===== src/rtl/wpcm_pkg.sv =====
package wpcm_pkg;

  // operation codes of an input item; the fourth code is unused
  localparam logic [1:0] OP_POLL   = 2'd0;
  localparam logic [1:0] OP_TICK   = 2'd1;
  localparam logic [1:0] OP_STROBE = 2'd2;

  localparam int unsigned COUNT_W   = 32;
  localparam int unsigned RAW_W     = 16;
  localparam int unsigned SPAN_W    = 5;
  localparam int unsigned SHIFT_W   = 64;
  localparam int unsigned REMAIN_W  = 7;

  typedef struct packed {
    logic [1:0]         operation;
    logic [RAW_W-1:0]   raw_pulse;
    logic [RAW_W-1:0]   raw_compare;
    logic               sample_bit;
  } in_item_t;

  typedef struct packed {
    logic [COUNT_W-1:0]  main_total;
    logic [COUNT_W-1:0]  compare_total;
    logic [COUNT_W-1:0]  window_pulses;
    logic [SPAN_W-1:0]   window_ticks;
    logic                window_valid;
    logic                compare_active;
    logic                compare_agrees;
    logic [COUNT_W-1:0]  main_fast_digits;
    logic [COUNT_W-1:0]  compare_fast_digits;
    logic [SHIFT_W-1:0]  captured_bits;
    logic [REMAIN_W-1:0] bits_left;
  } out_item_t;

  // everything a tick needs from the state stage, taken at the tick
  typedef struct packed {
    logic [COUNT_W-1:0]  main_total;
    logic [COUNT_W-1:0]  compare_total;
    logic [COUNT_W-1:0]  main_delta;
    logic [COUNT_W-1:0]  compare_delta;
    logic [SPAN_W-1:0]   window_ticks;
    logic                window_valid;
    logic                compare_active;
    logic                compare_agrees;
    logic [SHIFT_W-1:0]  captured_bits;
    logic [REMAIN_W-1:0] bits_left;
  } tick_snap_t;

endpackage


===== src/rtl/wpcm_ram.sv =====
module wpcm_ram #(
  parameter int unsigned WIDTH = 32,
  parameter int unsigned DEPTH = 31,
  parameter int unsigned AW    = $clog2(DEPTH)
) (
  input  logic             clk,
  input  logic             we,
  input  logic [AW-1:0]    waddr,
  input  logic [WIDTH-1:0] wdata,
  input  logic             re,
  input  logic [AW-1:0]    raddr,
  output logic [WIDTH-1:0] rdata
);

  logic [WIDTH-1:0] mem [DEPTH];

  always_ff @(posedge clk) begin
    if (we) begin
      mem[waddr] <= wdata;
    end
    if (re) begin
      rdata <= mem[raddr];
    end
  end

endmodule


===== src/rtl/wpcm_track.sv =====
module wpcm_track #(
  parameter int unsigned WINDOW_TICKS = 30,
  parameter int unsigned PASS_TICKS   = 500,
  parameter int unsigned SAMPLE_BITS  = 64,
  parameter int unsigned RING_AW      = $clog2(WINDOW_TICKS + 1)
) (
  input  logic                              clk,
  input  logic                              rst,
  input  logic                              adv,
  input  logic                              item_q_valid,
  input  wpcm_pkg::in_item_t                item_q,
  output logic                              tick,
  output wpcm_pkg::tick_snap_t              snap,
  output logic [RING_AW-1:0]                ring_waddr,
  output logic [RING_AW-1:0]                ring_raddr,
  output logic [wpcm_pkg::COUNT_W-1:0]      ring_wdata
);

  localparam int unsigned RING_DEPTH = WINDOW_TICKS + 1;
  localparam int unsigned IDX_W      = $clog2(PASS_TICKS);
  localparam int unsigned CW         = wpcm_pkg::COUNT_W;
  localparam int unsigned RW         = wpcm_pkg::RAW_W;

  logic [CW-1:0]                  main_extended;
  logic [CW-1:0]                  compare_extended;
  logic [CW-1:0]                  main_previous;
  logic [CW-1:0]                  compare_previous;
  logic                           match_sticky;
  logic [wpcm_pkg::SHIFT_W-1:0]   sample_shift;
  logic [wpcm_pkg::REMAIN_W-1:0]  samples_remaining;
  logic [IDX_W-1:0]               tick_index;
  logic [RING_AW-1:0]             ring_ptr;

  logic [IDX_W-1:0]   tick_index_next;
  logic [RING_AW-1:0] ring_ptr_next;
  logic               match_sticky_next;
  logic               past_window;
  logic               compare_active;
  logic               counts_close;
  logic [CW-1:0]      main_plus_one;
  logic [CW-1:0]      main_minus_one;
  logic               poll;
  logic               strobe;

  function automatic logic [CW-1:0] extend16(input logic [CW-1:0] ext,
                                             input logic [RW-1:0] raw);
    logic [RW-1:0] high;
    high = ext[CW-1:RW];
    if (raw < ext[RW-1:0]) begin
      high = high + RW'(1);
    end
    return {high, raw};
  endfunction

  assign poll   = item_q_valid && (item_q.operation == wpcm_pkg::OP_POLL);
  assign strobe = item_q_valid && (item_q.operation == wpcm_pkg::OP_STROBE);
  assign tick   = item_q_valid && (item_q.operation == wpcm_pkg::OP_TICK);

  assign past_window = 32'(tick_index) > 32'(WINDOW_TICKS);

  assign ring_ptr_next = (ring_ptr == RING_AW'(RING_DEPTH - 1)) ? '0 : ring_ptr + RING_AW'(1);
  assign tick_index_next = (tick_index == IDX_W'(PASS_TICKS - 1)) ? '0
                         : tick_index + IDX_W'(1);

  // window start sits one slot ahead of the write slot once the window is full
  assign ring_waddr = ring_ptr;
  assign ring_raddr = past_window ? ring_ptr_next : '0;
  assign ring_wdata = main_extended;

  assign main_plus_one  = main_extended + CW'(1);
  assign main_minus_one = main_extended - CW'(1);
  assign counts_close   = (compare_extended <= main_plus_one)
                       && (compare_extended >= main_minus_one);
  assign compare_active = compare_extended > CW'(1);
  assign match_sticky_next = match_sticky && (!compare_active || counts_close);

  always_comb begin
    snap.main_total     = main_extended;
    snap.compare_total  = compare_extended;
    snap.main_delta     = main_extended - main_previous;
    snap.compare_delta  = compare_extended - compare_previous;
    snap.window_valid   = tick_index != '0;
    snap.window_ticks   = past_window ? wpcm_pkg::SPAN_W'(WINDOW_TICKS)
                                      : wpcm_pkg::SPAN_W'(tick_index);
    snap.compare_active = compare_active;
    snap.compare_agrees = match_sticky_next;
    snap.captured_bits  = sample_shift;
    snap.bits_left      = samples_remaining;
  end

  always_ff @(posedge clk) begin
    if (rst) begin
      main_extended     <= '0;
      compare_extended  <= '0;
      main_previous     <= '0;
      compare_previous  <= '0;
      match_sticky      <= 1'b1;
      sample_shift      <= '0;
      samples_remaining <= wpcm_pkg::REMAIN_W'(SAMPLE_BITS);
      tick_index        <= '0;
      ring_ptr          <= '0;
    end else if (adv) begin
      if (poll) begin
        main_extended    <= extend16(main_extended, item_q.raw_pulse);
        compare_extended <= extend16(compare_extended, item_q.raw_compare);
      end
      if (strobe && (samples_remaining != '0)) begin
        sample_shift      <= {sample_shift[wpcm_pkg::SHIFT_W-2:0], item_q.sample_bit};
        samples_remaining <= samples_remaining - wpcm_pkg::REMAIN_W'(1);
      end
      if (tick) begin
        main_previous    <= main_extended;
        compare_previous <= compare_extended;
        match_sticky     <= match_sticky_next;
        tick_index       <= tick_index_next;
        ring_ptr         <= (tick_index_next == '0) ? '0 : ring_ptr_next;
      end
    end
  end

endmodule


===== src/rtl/wpcm_report.sv =====
module wpcm_report (
  input  logic                          clk,
  input  logic                          rst,
  input  logic                          adv,
  input  logic                          tick,
  input  wpcm_pkg::tick_snap_t          snap,
  input  logic [wpcm_pkg::COUNT_W-1:0]  ring_rdata,
  output logic                          result_valid,
  output wpcm_pkg::out_item_t           result
);

  localparam int unsigned CW = wpcm_pkg::COUNT_W;

  logic                 snap_valid;
  wpcm_pkg::tick_snap_t snap_q;
  wpcm_pkg::out_item_t  result_next;

  function automatic logic [CW-1:0] fast_mask(input logic [CW-1:0] delta);
    logic [CW-1:0] m;
    for (int i = 0; i < CW; i++) begin
      m[i] = delta > (CW'(1) << i);
    end
    return m;
  endfunction

  always_comb begin
    result_next.main_total          = snap_q.main_total;
    result_next.compare_total       = snap_q.compare_total;
    result_next.window_pulses       = snap_q.window_valid ? snap_q.main_total - ring_rdata
                                                          : '0;
    result_next.window_ticks        = snap_q.window_ticks;
    result_next.window_valid        = snap_q.window_valid;
    result_next.compare_active      = snap_q.compare_active;
    result_next.compare_agrees      = snap_q.compare_agrees;
    result_next.main_fast_digits    = fast_mask(snap_q.main_delta);
    result_next.compare_fast_digits = fast_mask(snap_q.compare_delta);
    result_next.captured_bits       = snap_q.captured_bits;
    result_next.bits_left           = snap_q.bits_left;
  end

  always_ff @(posedge clk) begin
    if (rst) begin
      snap_valid   <= 1'b0;
      result_valid <= 1'b0;
    end else if (adv) begin
      snap_valid   <= tick;
      result_valid <= snap_valid;
    end
  end

  always_ff @(posedge clk) begin
    if (adv) begin
      snap_q <= snap;
      result <= result_next;
    end
  end

endmodule


===== src/rtl/windowed_pulse_counter_monitor.sv =====
// A display tick's result passes the input register, then the snapshot with the
// registered ring read, then the result register.
// Throughput: one item per cycle of any kind; polls and strobes give no result.
// The whole pipeline stalls only while a result waits and the sink is not ready.
// Reset (synchronous): clears counts, tick index and pipeline valids; sets the
// match flag and the strobe budget. The history ring is not cleared.
module windowed_pulse_counter_monitor #(
  parameter int unsigned WINDOW_TICKS = 30,
  parameter int unsigned PASS_TICKS   = 500,
  parameter int unsigned SAMPLE_BITS  = 64
) (
  input  logic                 clk,
  input  logic                 rst,
  input  logic                 item_valid,
  output logic                 item_ready,
  input  wpcm_pkg::in_item_t   item,
  output logic                 result_valid,
  input  logic                 result_ready,
  output wpcm_pkg::out_item_t  result
);

  localparam int unsigned RING_DEPTH = WINDOW_TICKS + 1;
  localparam int unsigned RING_AW    = $clog2(RING_DEPTH);

  logic                          adv;
  logic                          item_q_valid;
  wpcm_pkg::in_item_t            item_q;
  logic                          tick;
  wpcm_pkg::tick_snap_t          snap;
  logic [RING_AW-1:0]            ring_waddr;
  logic [RING_AW-1:0]            ring_raddr;
  logic [wpcm_pkg::COUNT_W-1:0]  ring_wdata;
  logic [wpcm_pkg::COUNT_W-1:0]  ring_rdata;

  // Every stage moves together; the output register frees up when the
  // sink takes its item, so the pipeline keeps one item per cycle while results are taken.
  assign adv        = !result_valid || result_ready;
  assign item_ready = adv;

  // Input register: the item is registered here before the counter state sees it.
  always_ff @(posedge clk) begin
    if (rst) begin
      item_q_valid <= 1'b0;
    end else if (adv) begin
      item_q_valid <= item_valid;
    end
  end

  always_ff @(posedge clk) begin
    if (adv) begin
      item_q <= item;
    end
  end

  // State stage: extend the raw counters, shift strobe samples, and on a
  // tick take a snapshot and address the history ring.
  wpcm_track #(
    .WINDOW_TICKS (WINDOW_TICKS),
    .PASS_TICKS   (PASS_TICKS),
    .SAMPLE_BITS  (SAMPLE_BITS),
    .RING_AW      (RING_AW)
  ) u_track (
    .clk          (clk),
    .rst          (rst),
    .adv          (adv),
    .item_q_valid (item_q_valid),
    .item_q       (item_q),
    .tick         (tick),
    .snap         (snap),
    .ring_waddr   (ring_waddr),
    .ring_raddr   (ring_raddr),
    .ring_wdata   (ring_wdata)
  );

  // History ring: written with the main count on a tick; the window start is read
  // in the same cycle, at another slot except on a pass's first tick, and arrives
  // registered, lined up with the snapshot. Read enable follows adv so a stall holds it.
  wpcm_ram #(
    .WIDTH (wpcm_pkg::COUNT_W),
    .DEPTH (RING_DEPTH),
    .AW    (RING_AW)
  ) u_ring (
    .clk   (clk),
    .we    (adv && tick),
    .waddr (ring_waddr),
    .wdata (ring_wdata),
    .re    (adv),
    .raddr (ring_raddr),
    .rdata (ring_rdata)
  );

  // Report stage: window difference, fast-digit masks, output register.
  wpcm_report u_report (
    .clk          (clk),
    .rst          (rst),
    .adv          (adv),
    .tick         (tick),
    .snap         (snap),
    .ring_rdata   (ring_rdata),
    .result_valid (result_valid),
    .result       (result)
  );

endmodule


===== config.mk =====
export PLATFORM = sky130hd
export DESIGN_NAME = windowed_pulse_counter_monitor
export DESIGN_NICKNAME = d
export VERILOG_FILES = /design/src/rtl/wpcm_pkg.sv /design/src/rtl/wpcm_ram.sv /design/src/rtl/wpcm_track.sv /design/src/rtl/wpcm_report.sv /design/src/rtl/windowed_pulse_counter_monitor.sv
export SDC_FILE = /design/constraint.sdc
export NUM_CORES = 2
export LEC_CHECK = 0
export ABC_AREA = 0
export BUFFER_PORTS_ARGS = -buffer_cell sky130_fd_sc_hd__buf_2
export CORE_MARGIN = 3
export CORE_UTILIZATION = 50
export CTS_BUF_LIST = sky130_fd_sc_hd__clkbuf_4
export DETAILED_ROUTE_END_ITERATION = 12
export MAX_ROUTING_LAYER = met4
export PLACE_DENSITY = 0.65
export SLEW_MARGIN = 20
export SYNTH_ARGS = -nofsm -noshare
export SYNTH_HDL_FRONTEND = slang
export SYNTH_SLANG_ARGS = --single-unit

===== constraint.sdc =====
create_clock -name clk -period 38.8 [get_ports clk]
set_clock_uncertainty 0.1 [all_clocks]
set_input_delay 1.94 -clock clk [delete_from_list [all_inputs] [get_ports clk]]
set_output_delay 1.94 -clock clk [all_outputs]
set_load 0.02 [all_outputs]

==> metrics.cfg <==
[critical_path]
cp_common_cell = buf_4
critical_path_required_ns = 39.68
startpoint_type = register
critPathArrivalTime_ns = 6.57
cp_slowest_cell = buf_4
worstPathCellList = inv_1, ha_1, a311oi_1, a21oi_4, nor2_4, buf_4, buf_4, buf_4, buf_4, mux2i_1, o22ai_1, a211o_1, a21oi_1, a31oi_1
path_max_fanout = 63
worstSetupPathType = register to register
max_stage_delay_ns = 0.88
cp_top_family = buffers and inverters
reg2reg_from = u_track.ring_waddr[0]
worst-path-buf-inv = 5
cp-end-kind = register
startpoint = u_track.ring_waddr[0]

[yosys]
synth_area_um2 = 71700
yosys_most_used_dff = edfxtp_1
ys_ff_latch = 1722
yosysTopAreaCell = edfxtp_1
yosysUniqueCellTypes = 84
syn_area_per_cell_um2 = 13.1
ys_async_sr_fraction_pct = 0
synthCells = 5458
ys_warn_count = 0
yosys.area.top_type_share_pct = 63.0
syn_nets = 5701
yosys-top-cells-area = edfxtp_1 63%, dfxtp_1 6.1%, nand2_1 5.4%
yosysSeqAreaShare_pct = 69.1
synth_edf_count = 1505

[clock_tree]
insertion_delay_ns = 1.33
numCtsBuffers = 445
cts.repair.resized = 0
cts_tree = done
clk_path_buf_depth = 4
clkTransAtPathRegs_ns = 0.08
cts_sinks = 1722
cts_setup_buffers = 0
cts_max_level = 5
cts_hold_buf = 0
root_buffer = clkbuf_4

[min_path]
hp-class = register to register
min_from = u_report.result_next[5]

[floorplan]
die_y_um = 385
die_area_um2 = 148000
io_pins = 280
die_w_um = 385
core_um2 = 142000
rows = 138
start_util_pct = 50.5

[finish]
final_nets = 6264
drive_gt1_share_pct = 19.3
utilization_pct = 57.1
syn2layout_area_growth_pct = 13.1

[grt]
grt_max_degree = 166
grt_pass1_wl_um = 288000
antenna_found_initial = 8
track_usage_pct = 26.9
grt_overflow = 0
grt_pass1_vias = 46100

[sta]
worst_slack_ns = 33.11
slew_headroom_pct = 23.7
max_slew.worst_pin.slew_ns = 1.14
setup_tns_ns = 0
finalMaxSlewViolations = 0
setup_viol = 0
fmax_mhz = 176
rsz0062_at_grt = no
timing.final.crit_share_pct = 14.7
hold_viol_final = 0
period_needed_ns = 5.69

[route]
drt_iter0_drc = 4620
ant_nets = 0
drc = 0
vias = 47600
wl_per_cell_um = 23.7
wl_um = 195000
drt-vias-per-instance = 5.77
dr.pass1.iters = 6

[placement]
pre_cts_ws_ns = 33.26
port_buffers = 279
hpwlAfterDp_um = 120000
gp_congestion = 0.926

[power]
ir_drop_mv = 0.0291
power_density_nw_per_um2 = 46.4
leakagePower_nw = 31.2

[run_status]
status = finished, final reports clean

[job]
max-cap-violations = 0

[cell families (layout without fill, tap and decap cells)]
family	count (synthesis)	after routing	share of synthesized area (%)
AOI/OAI and AO/OA	965	965	8.60
xor gates and xnor gates	165	165	2.02
adders and majority gates	204	204	3.59
buffers and inverters	433	1328	2.30
DFF	1722	1722	69.1
muxes	134	134	2.99
other	0	12	0
and+or+nand+nor	1835	1835	11.4
[layer usage]
metal / routed length [µm] / GRT usage, % / vias to the layer above
li1: - / - / 21700
met1: 77000 / 34.0 / 23300
met2: 91800 / 41.2 / 2139
met3: 16800 / 6.05 / 412
met4: 9640 / 13.4 / 0
met5: 0 / - / -
[cell type report]
type / count / area, µm²
Antenna cell: 12 / 30.0
Clock buffer: 655 / 4920
Clock inverter: 124 / 657
Fill cell: 11700 / 60900
Inverter: 172 / 653
Multi-Input combinational cell: 3303 / 20700
Sequential cell: 1722 / 49600
Tap cell: 1890 / 2360
Timing Repair Buffer: 377 / 2180
[registers in the layout, summed over array words and instances (netlist names), 35 cells and up]
register and cells:
u_ring.mem 992, u_report.result 239, u_report.result_next 143, u_report.snap_q 64
u_track.sample_shift 64, item_q 35
[path summary, 6_finish.rpt]
path,end,slack [ns],cells past startpoint
worst max register to register,u_ring.rdata[17],33.11,14
worst min-delay path,u_report.result[5],0.27,0
worst max-delay path,u_ring.rdata[17],33.11,14
worst min register to register,u_report.result[5],0.27,0
[cells in the final DEF, fill, tap and decap left out, drive strengths merged, types with 42 or more instances in the layout]
| master | netlist | final |
|---|---|---|
| edfxtp | 1505 | 1505 |
| nand2 | 1029 | 1029 |
| clkbuf | 223 | 655 |
| buf | 38 | 377 |
| a21oi | 313 | 313 |
| nand3 | 236 | 236 |
| dfxtp | 217 | 217 |
| nor2 | 206 | 206 |
| ha | 201 | 201 |
| inv | 172 | 176 |
| a31oi | 148 | 148 |
| o21ai | 114 | 114 |
| clkinv | 0 | 113 |
| xnor2 | 109 | 109 |
| a21o | 94 | 94 |
| mux2i | 67 | 67 |
| mux4 | 64 | 64 |
| nor3 | 60 | 60 |
| and3 | 58 | 58 |
| xor2 | 56 | 56 |
| o22ai | 42 | 42 |
[synthesized netlist by cell type, types with 12 or more instances]
cell type and instances:
clkbuf_1 221, nor4_1 30, buf_1 29, o22ai_1 42, xnor2_1 109, o211ai_1 37, nand2b_1 34, a32oi_1 33
nor3_1 59, o21a_1 16, inv_1 172, nand3_1 235, xor2_1 56, a31oi_1 148, mux4_2 64, or3_1 33
nand2_1 1028, o21ai_0 114, and3_1 58, a211oi_1 14, a21oi_1 313, edfxtp_1 1505, o31ai_1 12, dfxtp_1 217
nand4_1 33, ha_1 201, nor2b_1 27, a211o_1 35, a21o_1 94, nor2_1 206, o221ai_1 32, and2_1 30
mux2i_1 67
[stage by stage]
step / std cells / instance area, µm² / hold WS, ns / total power (W)
4_1_cts: 8243 / 81000 / 0.255 / 0.00380
3_3_place_gp: 7463 / 75400 / 0.301 / 0.00227
6_report: 8255 / 81100 / 0.266 / 0.00376
3_5_place_dp: 7464 / 75500 / 0.305 / 0.00227
2_1_floorplan: 5458 / 71700 / 0.300 / 0.00221
5_1_grt: 8254 / 81100 / 0.261 / 0.00393
[report_power, final]
part	internal [W]	total [W]	switching, W
clock network	0.000810	0.00153	0.000718
registers	0.00203	0.00206	0.0000300
logic	0.0000639	0.000176	0.000113
(Power assumes the default switching activity.)
